`config.mk`:
```
export PLATFORM = sky130hd
export DESIGN_NAME = sdc_card_core
export DESIGN_NICKNAME = d
export VERILOG_FILES = /design/src/sdc_pkg.sv /design/src/sdc_card_core.sv
export SDC_FILE = /design/constraint.sdc
export NUM_CORES = 1
export LEC_CHECK = 0
export BUFFER_PORTS_ARGS = -buffer_cell sky130_fd_sc_hd__clkbuf_2
export CAP_MARGIN = 15
export CORE_ASPECT_RATIO = 1.5
export CORE_MARGIN = 2
export CORE_UTILIZATION = 53
export CTS_CLUSTER_SIZE = 24
export DETAILED_ROUTE_END_ITERATION = 16
export GPL_TIMING_DRIVEN = 0
export PLACE_DENSITY_LB_ADDON = 0.05
export SETUP_SLACK_MARGIN = 0.15
export SLEW_MARGIN = 20
export SYNTH_ARGS = -nofsm -noshare
export SYNTH_HDL_FRONTEND = slang
export SYNTH_SLANG_ARGS = --single-unit
```
`constraint.sdc`:
```
create_clock -name clk -period 2.95 [get_ports clk]
set_input_delay 0.295 -clock clk [delete_from_list [all_inputs] [get_ports clk]]
set_output_delay 0.295 -clock clk [all_outputs]
set_load 0.02 [all_outputs]
```
`src/sdc_pkg.sv`:
```
// Shared types and constants for the SPI-mode SD card model.
// Used by sdc_card_core and sd_card_spi_slave; depends on nothing.
`timescale 1ns / 1ps
`default_nettype none

package sdc_pkg;

	// Image store: power-of-two depth, so address wrap is a plain carry-out.
	localparam int POS_W       = 16;
	localparam int IMAGE_BYTES = 1 << POS_W;

	// Bus access kinds
	localparam logic ACT_WRITE = 1'b0;
	localparam logic ACT_READ  = 1'b1;

	// Register window
	localparam logic [1:0] ADDR_DATA     = 2'd0;
	localparam logic [1:0] ADDR_EXCHANGE = 2'd1;
	localparam logic [1:0] ADDR_SELECT   = 2'd2;
	localparam logic [1:0] ADDR_DESELECT = 2'd3;

	localparam logic [7:0] BYTE_IDLE = 8'hFF;

	typedef struct packed {
		logic       action;
		logic [1:0] addr;
		logic [7:0] data;
	} sdc_item_t;

	typedef struct packed {
		logic             we;
		logic [POS_W-1:0] waddr;
		logic [7:0]       wdata;
		logic [POS_W-1:0] raddr;
	} sdc_mem_req_t;

endpackage

`default_nettype wire

```
`src/sdc_card_core.sv`:
```
// Bus register window and SPI-mode card state machine; one beat per fire.
// Depends on sdc_pkg; reads image bytes prefetched by the top level.
`timescale 1ns / 1ps
`default_nettype none

module sdc_card_core (
	input  wire logic                 clk,
	input  wire logic                 arst_n,
	input  wire logic                 fire,
	input  wire sdc_pkg::sdc_item_t   item,
	input  wire logic                 card_present,
	input  wire logic [7:0]           rdata,
	output logic [7:0]                result,
	output sdc_pkg::sdc_mem_req_t     mem_req
);

	localparam logic [3:0] PH_IDLE     = 4'd0;
	localparam logic [3:0] PH_CMD      = 4'd1;
	localparam logic [3:0] PH_RESP     = 4'd2;
	localparam logic [3:0] PH_SRD_RESP = 4'd3;
	localparam logic [3:0] PH_SRD      = 4'd4;
	localparam logic [3:0] PH_MRD_RESP = 4'd5;
	localparam logic [3:0] PH_MRD      = 4'd6;
	localparam logic [3:0] PH_WR_RESP  = 4'd7;
	localparam logic [3:0] PH_WR       = 4'd8;

	localparam logic [5:0] CMD_GO_IDLE    = 6'd0;
	localparam logic [5:0] CMD_SEND_OP    = 6'd1;
	localparam logic [5:0] CMD_STOP       = 6'd12;
	localparam logic [5:0] CMD_SET_BLKLEN = 6'd16;
	localparam logic [5:0] CMD_READ_ONE   = 6'd17;
	localparam logic [5:0] CMD_READ_MULTI = 6'd18;
	localparam logic [5:0] CMD_WRITE_ONE  = 6'd24;

	localparam logic [7:0] R1_IDLE     = 8'h01;
	localparam logic [7:0] R1_READY    = 8'h00;
	localparam logic [7:0] DATA_TOKEN  = 8'hFE;
	localparam logic [7:0] DATA_ACCEPT = 8'h05;
	localparam logic [1:0] START_BITS  = 2'b01;
	localparam int         FRAME_KEEP  = 5;

	logic [7:0]             tx_q, tx_d;
	logic [7:0]             rx_q, rx_d;
	logic                   sel_q, sel_d;
	logic [3:0]             phase_q, phase_d;
	logic [31:0]            cnt_q, cnt_d;
	logic [7:0]             pend_q, pend_d;
	logic [31:0]            bl_q, bl_d;
	logic [32:0]            blp2_q, blp2_d;
	logic [32:0]            blp4_q, blp4_d;
	logic [sdc_pkg::POS_W-1:0] pos_q, pos_d;
	logic [7:0]             frame_q [FRAME_KEEP];

	logic        take;
	logic [31:0] tcnt;
	logic        rd;
	logic        frame_we;
	logic [2:0]  frame_idx;
	logic [31:0] arg;
	logic [7:0]  ex_out;
	logic [7:0]  in_byte;

	assign in_byte = tx_q;
	assign arg     = {frame_q[1], frame_q[2], frame_q[3], frame_q[4]};

	always_comb begin
		tx_d      = tx_q;
		rx_d      = rx_q;
		sel_d     = sel_q;
		phase_d   = phase_q;
		cnt_d     = cnt_q;
		pend_d    = pend_q;
		bl_d      = bl_q;
		blp2_d    = blp2_q;
		blp4_d    = blp4_q;
		pos_d     = pos_q;
		result    = sdc_pkg::BYTE_IDLE;
		ex_out    = sdc_pkg::BYTE_IDLE;
		take      = 1'b0;
		tcnt      = '0;
		rd        = 1'b0;
		frame_we  = 1'b0;
		frame_idx = '0;
		mem_req.we    = 1'b0;
		mem_req.waddr = pos_q;
		mem_req.wdata = in_byte;

		if (fire && item.action == sdc_pkg::ACT_READ) begin
			if (item.addr == sdc_pkg::ADDR_DATA && card_present) begin
				result = rx_q;
			end
		end else if (fire) begin
			case (item.addr)
				sdc_pkg::ADDR_DATA: begin
					tx_d = item.data;
				end
				sdc_pkg::ADDR_EXCHANGE: begin
					if (card_present && sel_q) begin
						case (phase_q)
							PH_IDLE: begin
								if (in_byte[7:6] == START_BITS) begin
									phase_d = PH_CMD;
									take    = 1'b1;
								end
							end
							PH_CMD: begin
								take = 1'b1;
								tcnt = cnt_q;
							end
							PH_RESP: begin
								ex_out  = pend_q;
								phase_d = PH_IDLE;
							end
							PH_SRD_RESP: begin
								ex_out  = pend_q;
								phase_d = PH_SRD;
								cnt_d   = '0;
							end
							PH_SRD: begin
								rd = 1'b1;
							end
							PH_MRD_RESP: begin
								ex_out  = pend_q;
								phase_d = PH_MRD;
								cnt_d   = '0;
							end
							PH_MRD: begin
								// a new command start byte cuts the stream
								if (in_byte[7:6] == START_BITS) begin
									phase_d = PH_CMD;
									take    = 1'b1;
								end else begin
									rd = 1'b1;
								end
							end
							PH_WR_RESP: begin
								ex_out  = pend_q;
								phase_d = PH_WR;
								cnt_d   = '0;
							end
							PH_WR: begin
								if ({1'b0, cnt_q} >= blp4_q) begin
									ex_out  = DATA_ACCEPT;
									phase_d = PH_IDLE;
									cnt_d   = '0;
								end else if ({1'b0, cnt_q} >= blp2_q) begin
									cnt_d = cnt_q + 32'd1;
								end else if (cnt_q > 32'd1) begin
									mem_req.we = 1'b1;
									pos_d      = pos_q + 1'b1;
									cnt_d      = cnt_q + 32'd1;
								end else if (in_byte == DATA_TOKEN || cnt_q == 32'd0) begin
									cnt_d = cnt_q + 32'd1;
								end
							end
							default: begin
								phase_d = PH_IDLE;
							end
						endcase

						// block read sequence: token, data, two CRC bytes, end marker
						if (rd) begin
							if (cnt_q == 32'd0) begin
								ex_out = DATA_TOKEN;
								cnt_d  = 32'd1;
							end else if ({1'b0, cnt_q} > blp2_q) begin
								cnt_d = '0;
								if (phase_q == PH_SRD) begin
									phase_d = PH_IDLE;
								end
							end else if (cnt_q > bl_q) begin
								cnt_d = cnt_q + 32'd1;
							end else begin
								ex_out = rdata;
								pos_d  = pos_q + 1'b1;
								cnt_d  = cnt_q + 32'd1;
							end
						end

						// gather a frame byte, decode after the sixth
						if (take) begin
							if (tcnt < 32'(FRAME_KEEP)) begin
								frame_we  = 1'b1;
								frame_idx = tcnt[2:0];
							end
							cnt_d = tcnt + 32'd1;
							if (tcnt >= 32'(FRAME_KEEP)) begin
								cnt_d = '0;
								case (frame_q[0][5:0])
									CMD_GO_IDLE: begin
										pend_d  = R1_IDLE;
										phase_d = PH_RESP;
									end
									CMD_SEND_OP, CMD_STOP: begin
										pend_d  = R1_READY;
										phase_d = PH_RESP;
									end
									CMD_SET_BLKLEN: begin
										bl_d    = arg;
										blp2_d  = {1'b0, arg} + 33'd2;
										blp4_d  = {1'b0, arg} + 33'd4;
										pend_d  = R1_READY;
										phase_d = PH_RESP;
									end
									CMD_READ_ONE: begin
										pos_d   = arg[sdc_pkg::POS_W-1:0];
										pend_d  = R1_READY;
										phase_d = PH_SRD_RESP;
									end
									CMD_READ_MULTI: begin
										pos_d   = arg[sdc_pkg::POS_W-1:0];
										pend_d  = R1_READY;
										phase_d = PH_MRD_RESP;
									end
									CMD_WRITE_ONE: begin
										pos_d   = arg[sdc_pkg::POS_W-1:0];
										pend_d  = R1_READY;
										phase_d = PH_WR_RESP;
									end
									default: begin
										phase_d = PH_IDLE;
									end
								endcase
							end
						end
					end
					rx_d = card_present ? ex_out : sdc_pkg::BYTE_IDLE;
					tx_d = sdc_pkg::BYTE_IDLE;
				end
				sdc_pkg::ADDR_SELECT: begin
					if (card_present && !sel_q) begin
						phase_d = PH_IDLE;
					end
					sel_d = 1'b1;
				end
				default: begin
					sel_d = 1'b0;
				end
			endcase
		end

		mem_req.raddr = pos_d;
	end

	always_ff @(posedge clk or negedge arst_n) begin
		if (!arst_n) begin
			tx_q    <= sdc_pkg::BYTE_IDLE;
			rx_q    <= sdc_pkg::BYTE_IDLE;
			sel_q   <= 1'b0;
			phase_q <= PH_IDLE;
			cnt_q   <= '0;
			pend_q  <= sdc_pkg::BYTE_IDLE;
			bl_q    <= 32'd512;
			blp2_q  <= 33'd514;
			blp4_q  <= 33'd516;
			pos_q   <= '0;
		end else begin
			tx_q    <= tx_d;
			rx_q    <= rx_d;
			sel_q   <= sel_d;
			phase_q <= phase_d;
			cnt_q   <= cnt_d;
			pend_q  <= pend_d;
			bl_q    <= bl_d;
			blp2_q  <= blp2_d;
			blp4_q  <= blp4_d;
			pos_q   <= pos_d;
		end
	end

	always_ff @(posedge clk) begin
		if (frame_we) begin
			frame_q[frame_idx] <= in_byte;
		end
	end

endmodule

`default_nettype wire

```
-- After elaboration in Yosys (flattened, before gate mapping)
Memories as Yosys holds them, arrays and structs flattened.
Cells that the tools add are included.
- input port bits: 23
- bits in registers: 175
- output and inout port bits: 49
- bits in writable memories: 40
- memories: 1
- memories (name ; depth ; bits a word ; rd ports ; clocked after Yosys merged registers in ; write ports ; RTL line ; text):
    frame_q ; 5 ; 8 ; 5 ; 0 ; 1 ; sdc_card_core.sv:52 ; logic [7:0] frame_q [FRAME_KEEP];
- add/sub/neg operators: 5
- bitwise gates (word level): 2
- reduce and logical (&&, ||, !) cells: 29
- muxes and demuxes: 90
- order comparisons: 7
- eq/ne operators: 21
- operators with widths (kind ; count):
    $mux 32 ; 14
    $mux 16 ; 15
    $mux 8 ; 9
    $ge 32x33->1 ; 2
    $add 32x1->32 const B ; 2
    $pmux 32 s2 ; 1
    $pmux 8 s2 ; 3
    $mux 4 ; 10
    $add 32x2->33 const B ; 1
    $add 32x3->33 const B ; 1
    $gt 32x33->1 ; 1
    $ge 32x3->1 const B ; 1
    $gt 32x1->1 const B ; 1
    $gt 32x32->1 ; 1
    $logic_not 32->1 ; 1
    $lt 32x3->1 const B ; 1
    $mux 1 ; 26
    $eq 6x5->1 const B ; 4
    $pmux 4 s6 ; 1
    $mux 3 ; 6
    $add 16x1->16 const B ; 1
    $eq 4x3->1 const B ; 4
    $reduce_and 7->1 ; 2
    $pmux 3 s4 ; 1
    other kinds (28) ; 45

-- Depth between registers and ports, before layout
- depth in word-level cells: 16
- mapped depth: 16

-- Worst setup path after synthesis
Ideal clock, no wire load.
- path kind: reg2out
- start point: reg phase_q[1]
- end point: out mem_req[6] in the netlist's numbering
- buffers on the path: 3
- arrival: 2.962 ns
- slack: -0.307 ns
- cell stages (with the launch flop): 14
- path through: dfrtp_1 -> buf_2 -> nor2_1 -> and3_1 -> buf_4 -> nand2_1 -> ha_1 -> nor2b_1 -> o21ai_1 -> nand2_2 -> nor3_1 -> clkbuf_1 -> a311oi_1 -> a311oi_1
- RTL lines (what ; RTL line ; text):
    start, declared ; sdc_card_core.sv:45 ; logic [3:0] phase_q, phase_d;
    start signal, assigned ; sdc_card_core.sv:261 ; phase_q <= phase_d;
    end, declared ; sdc_card_core.sv:14 ; output sdc_pkg::sdc_mem_req_t mem_req

==> impl_metrics.csv <==
group,metric,value,unit
outcome,run_status,"complete, but fails checks",
outcome,violated_checks,"negative setup slack",
critical_path,cp_slowest_cell,"sky130_fd_sc_hd__dfrtp_2",
critical_path,path_cells,"ha_4 -> nand4_1 -> buf_4 -> nor4_4 -> nand2_1 -> o211ai_1 -> buf_4 -> o21ai_4 -> o211ai_4 -> o22ai_4 -> buf_6 -> buf_12 -> a22o_1 -> a22oi_2 -> clkbuf_8",
yosys,synth.net_count,1520,
flow_run,max_cap_viol_count,0,
clock_network,cts.sink_count,204,
finish,final_layout_size_suffix_gt1_frac,0.407,
critical_path,worstSetupEndpointType,"output port",
pwr,worst_voltage_drop_across_the_vdd_grid,490,uV
clock_network,cts_tree,"built",
grt,first_pass_grt_wire_length,64200,um
yosys,post_synth_main_area_contributors,"sky130_fd_sc_hd__dfrtp_1, sky130_fd_sc_hd__ha_1, sky130_fd_sc_hd__edfxtp_1",
critical_path,timing_worst_setup_path_type,"reg2out",
yosys,post-synth-top-count-cell,"sky130_fd_sc_hd__nand2_1",
yosys,synth_edf_count,38,
yosys,yosysSeqAreaShare,0.425,
sta,hold_viol_final,0,
place,post_dp_hpwl,30000,um
floorplanning,top_level_ports,72,
detailed_routing,ant_nets,0,
grt,total_congestion_overflow_after_global_routing,0,
yosys,synthesis.area,0.0125,mm^2
critical_path,cpPeakStageDelay,510,ps
critical_path,worst-path-max-fanout,7,
yosys,synth.largest_area_cell,"sky130_fd_sc_hd__dfrtp_1",
yosys,synth.ff_latch_count,204,
detailed_routing,detailedRoute.firstPassIterationCount,5,
sta,post-route-worst-setup-slack,-1250,ps
yosys,syn-mean-instance-area,8.99,um^2
clock_network,worstSkewPairLatency,530,ps
sta,final_number_of_max_transition_violations,0,
finish,synthToLayoutAreaGrowth,45.4,%
sta,fin_hold_ws,16.5,ps
critical_path,timing.critical_path.mode_cell,"sky130_fd_sc_hd__buf_4",
floorplanning,die_height,192,um
clock_network,cts_buffer_depth,3,
floorplanning,chipWidth,130,um
clock_network,number_of_buffers_created_by_cts,22,
floorplanning,effective_utilization_at_floorplan,0.542,
yosys,ys_dominant_reg_cell,"sky130_fd_sc_hd__dfrtp_1",
detailed_routing,wirelength,46700,um
yosys,post_synth_num_cell_types,79,
min_path,timing.hold.worst.class,"in2reg",
place,port_buffers,71,
detailed_routing,drtIter0Drc,1002,
detailed_routing,remaining_drc_errors,0,
yosys,synth.top_cells.by_count,"sky130_fd_sc_hd__nand2_1, sky130_fd_sc_hd__dfrtp_1, sky130_fd_sc_hd__o21ai_0, sky130_fd_sc_hd__inv_1, sky130_fd_sc_hd__ha_1",
clock_network,clkSlewWorstSetupHoldPaths,60,ps
floorplanning,floorplan.core_area,0.0231,mm^2
pwr,pwr_density_cell,352,mW/mm^2
sta,max_clock_freq,238,MHz
sta,actual_slew_at_the_worst_max_slew_pin,692,ps
yosys,syn-instance-count,1395,
detailed_routing,viasPerCell,6.23,
finish,final_util,0.788,
finish,finish.net_count,1745,
sta,fin_tns_setup,-53300,ps
clock_network,clockRootBuffer,"sky130_fd_sc_hd__clkbuf_16",
yosys,synth-warning-count,0,
grt,global_route.usage.total,0.339,
grt,grt_max_degree,62,
yosys,synth_largest_type_area_fraction,0.285,
critical_path,setup.worst_path.start_class,"flip-flop",
sta,final.setup_skew,13.6,ps
detailed_routing,dr_total_vias,12152,
sta,worst_slew_margin_rel,0.539,
detailed_routing,wl_cell,23.9,um
place,place.gp.congestion,0.893,
grt,first_global_vias,11286,
finish,n_antenna_cell,0,
critical_path,critPathRequiredTime,2650,ps
critical_path,critical_path_data_arrival_time,3900,ps
grt,antenna_found_initial,0,
floorplanning,fp.dieArea,0.0249,mm^2
floorplanning,floorplan.rows,68,
pwr,p_leak,0.00803,uW
clock_network,cts_max_level,1,
yosys,async_flop_share,0.814,
sta,fin_crit,4200,ps
finish,filler_cell_count,1453,
pwr,post-layout-total-power,6410,uW
sta,finalSetupViolCount,165,
sta,timing.final.crit_share,1.42,
place,place_ws,-1370,ps
sta,unrepaired_setup_endpoints_after_global_routing,"true",
[layout make-up]
| type | instances | area, um^2 | share of cell area |
|---|---|---|---|
| tap | 315 | 394 | 0.0216 |
| sequential | 204 | 5360 | 0.294 |
| inverter | 113 | 432 | 0.0237 |
| clock buffer | 27 | 601 | 0.0329 |
| timing repair buffer | 201 | 2000 | 0.110 |
| multi-input combinational | 1008 | 8590 | 0.471 |
| clock inverter | 13 | 150 | 0.00824 |
| buffer | 70 | 692 | 0.0380 |
[through the flow]
stage	instances	instance area, um^2
3_3_place_gp	1781	13800
2_1_floorplan	1395	13100
5_1_grt	1951	18200
4_1_cts	1880	15900
6_report	1951	18200
3_5_place_dp	1783	13900
[layout by cell type, fill, tap and decap left out, types with 41 or more instances in the layout]
cell type	Yosys	layout
sky130_fd_sc_hd__a21oi_1	73	62
sky130_fd_sc_hd__buf_4	5	84
sky130_fd_sc_hd__clkbuf_16	0	42
sky130_fd_sc_hd__clkbuf_2	1	59
sky130_fd_sc_hd__dfrtp_1	143	112
sky130_fd_sc_hd__ha_1	102	74
sky130_fd_sc_hd__inv_1	113	107
sky130_fd_sc_hd__nand2_1	200	105
sky130_fd_sc_hd__nand2_4	0	52
sky130_fd_sc_hd__nor2_1	94	76
sky130_fd_sc_hd__o21ai_1	12	41
sky130_fd_sc_hd__o21ai_2	1	68
[critical path: cells and delay by family, from the launching register on]
kind / cells / cell delay, ps
fa+ha+maj: 1 / 320
simple gates: 3 / 670
flops: 1 / 510
compound gates: 6 / 1040
buf+inv: 5 / 830
[where the power goes]
part	internal, uW	total, uW	switching, uW
clock network	1720	2940	1230
logic	162	438	276
registers	2940	3030	84.1
[routing by layer]
metal | track usage | up-vias | share of wire | wire [um]
li1 | - | 5373 | - | -
met1 | 0.391 | 5869 | 0.34 | 16000
met2 | 0.573 | 674 | 0.49 | 22800
met3 | 0.0396 | 236 | 0.064 | 3010
met4 | 0.254 | 0 | 0.10 | 4860
met5 | 0 | - | 0 | 0
[flip-flops by register name, summed over array words and instances, names as in the netlist]
name / cells
bl_q: 32
blp2_q: 32
blp4_q: 31
cnt_q: 32
frame_q: 38
in_byte: 8
pend_q: 2
phase_q: 4
pos_q: 16
rx_q: 8
sel_q: 1
[cells by family (layout without fill, tap and decap cells)]
logic type	after synthesis	count (layout)	share of synthesized area
and+or+nand+nor	519	519	0.206
AOI/OAI and AO/OA	310	310	0.152
DFF	204	204	0.425
buffers and inverters	183	424	0.0611
adders and majority gates	102	102	0.102
xor gates and xnor gates	75	75	0.0524
muxes	2	2	0.00160
[timing repair]
action                                  in CTS  in global routing
resized for setup                          198                451
hold buffers                                 3                  0
gates cloned                                 4                 20
setup buffers                               50                 52
pin swaps                                   31                 83
endpoints found under the setup margin     170                207
endpoints found under the hold margin       44                  0
[final timing paths]
path	end	start	slack, ps	cells past startpoint
max	mem_req[1]	cnt_q[28]	-1250	15
min	in_byte[6]	item[6]	20	3
max reg2reg	pos_q[1]	cnt_q[28]	-450	15
min reg2reg	blp2_q[1]	blp2_q[1]	480	2
max in group asynchronous	in_byte[7]	arst_n	1590	4
min in group asynchronous	cnt_q[18]	arst_n	290	2
(Power assumes the default switching activity.)
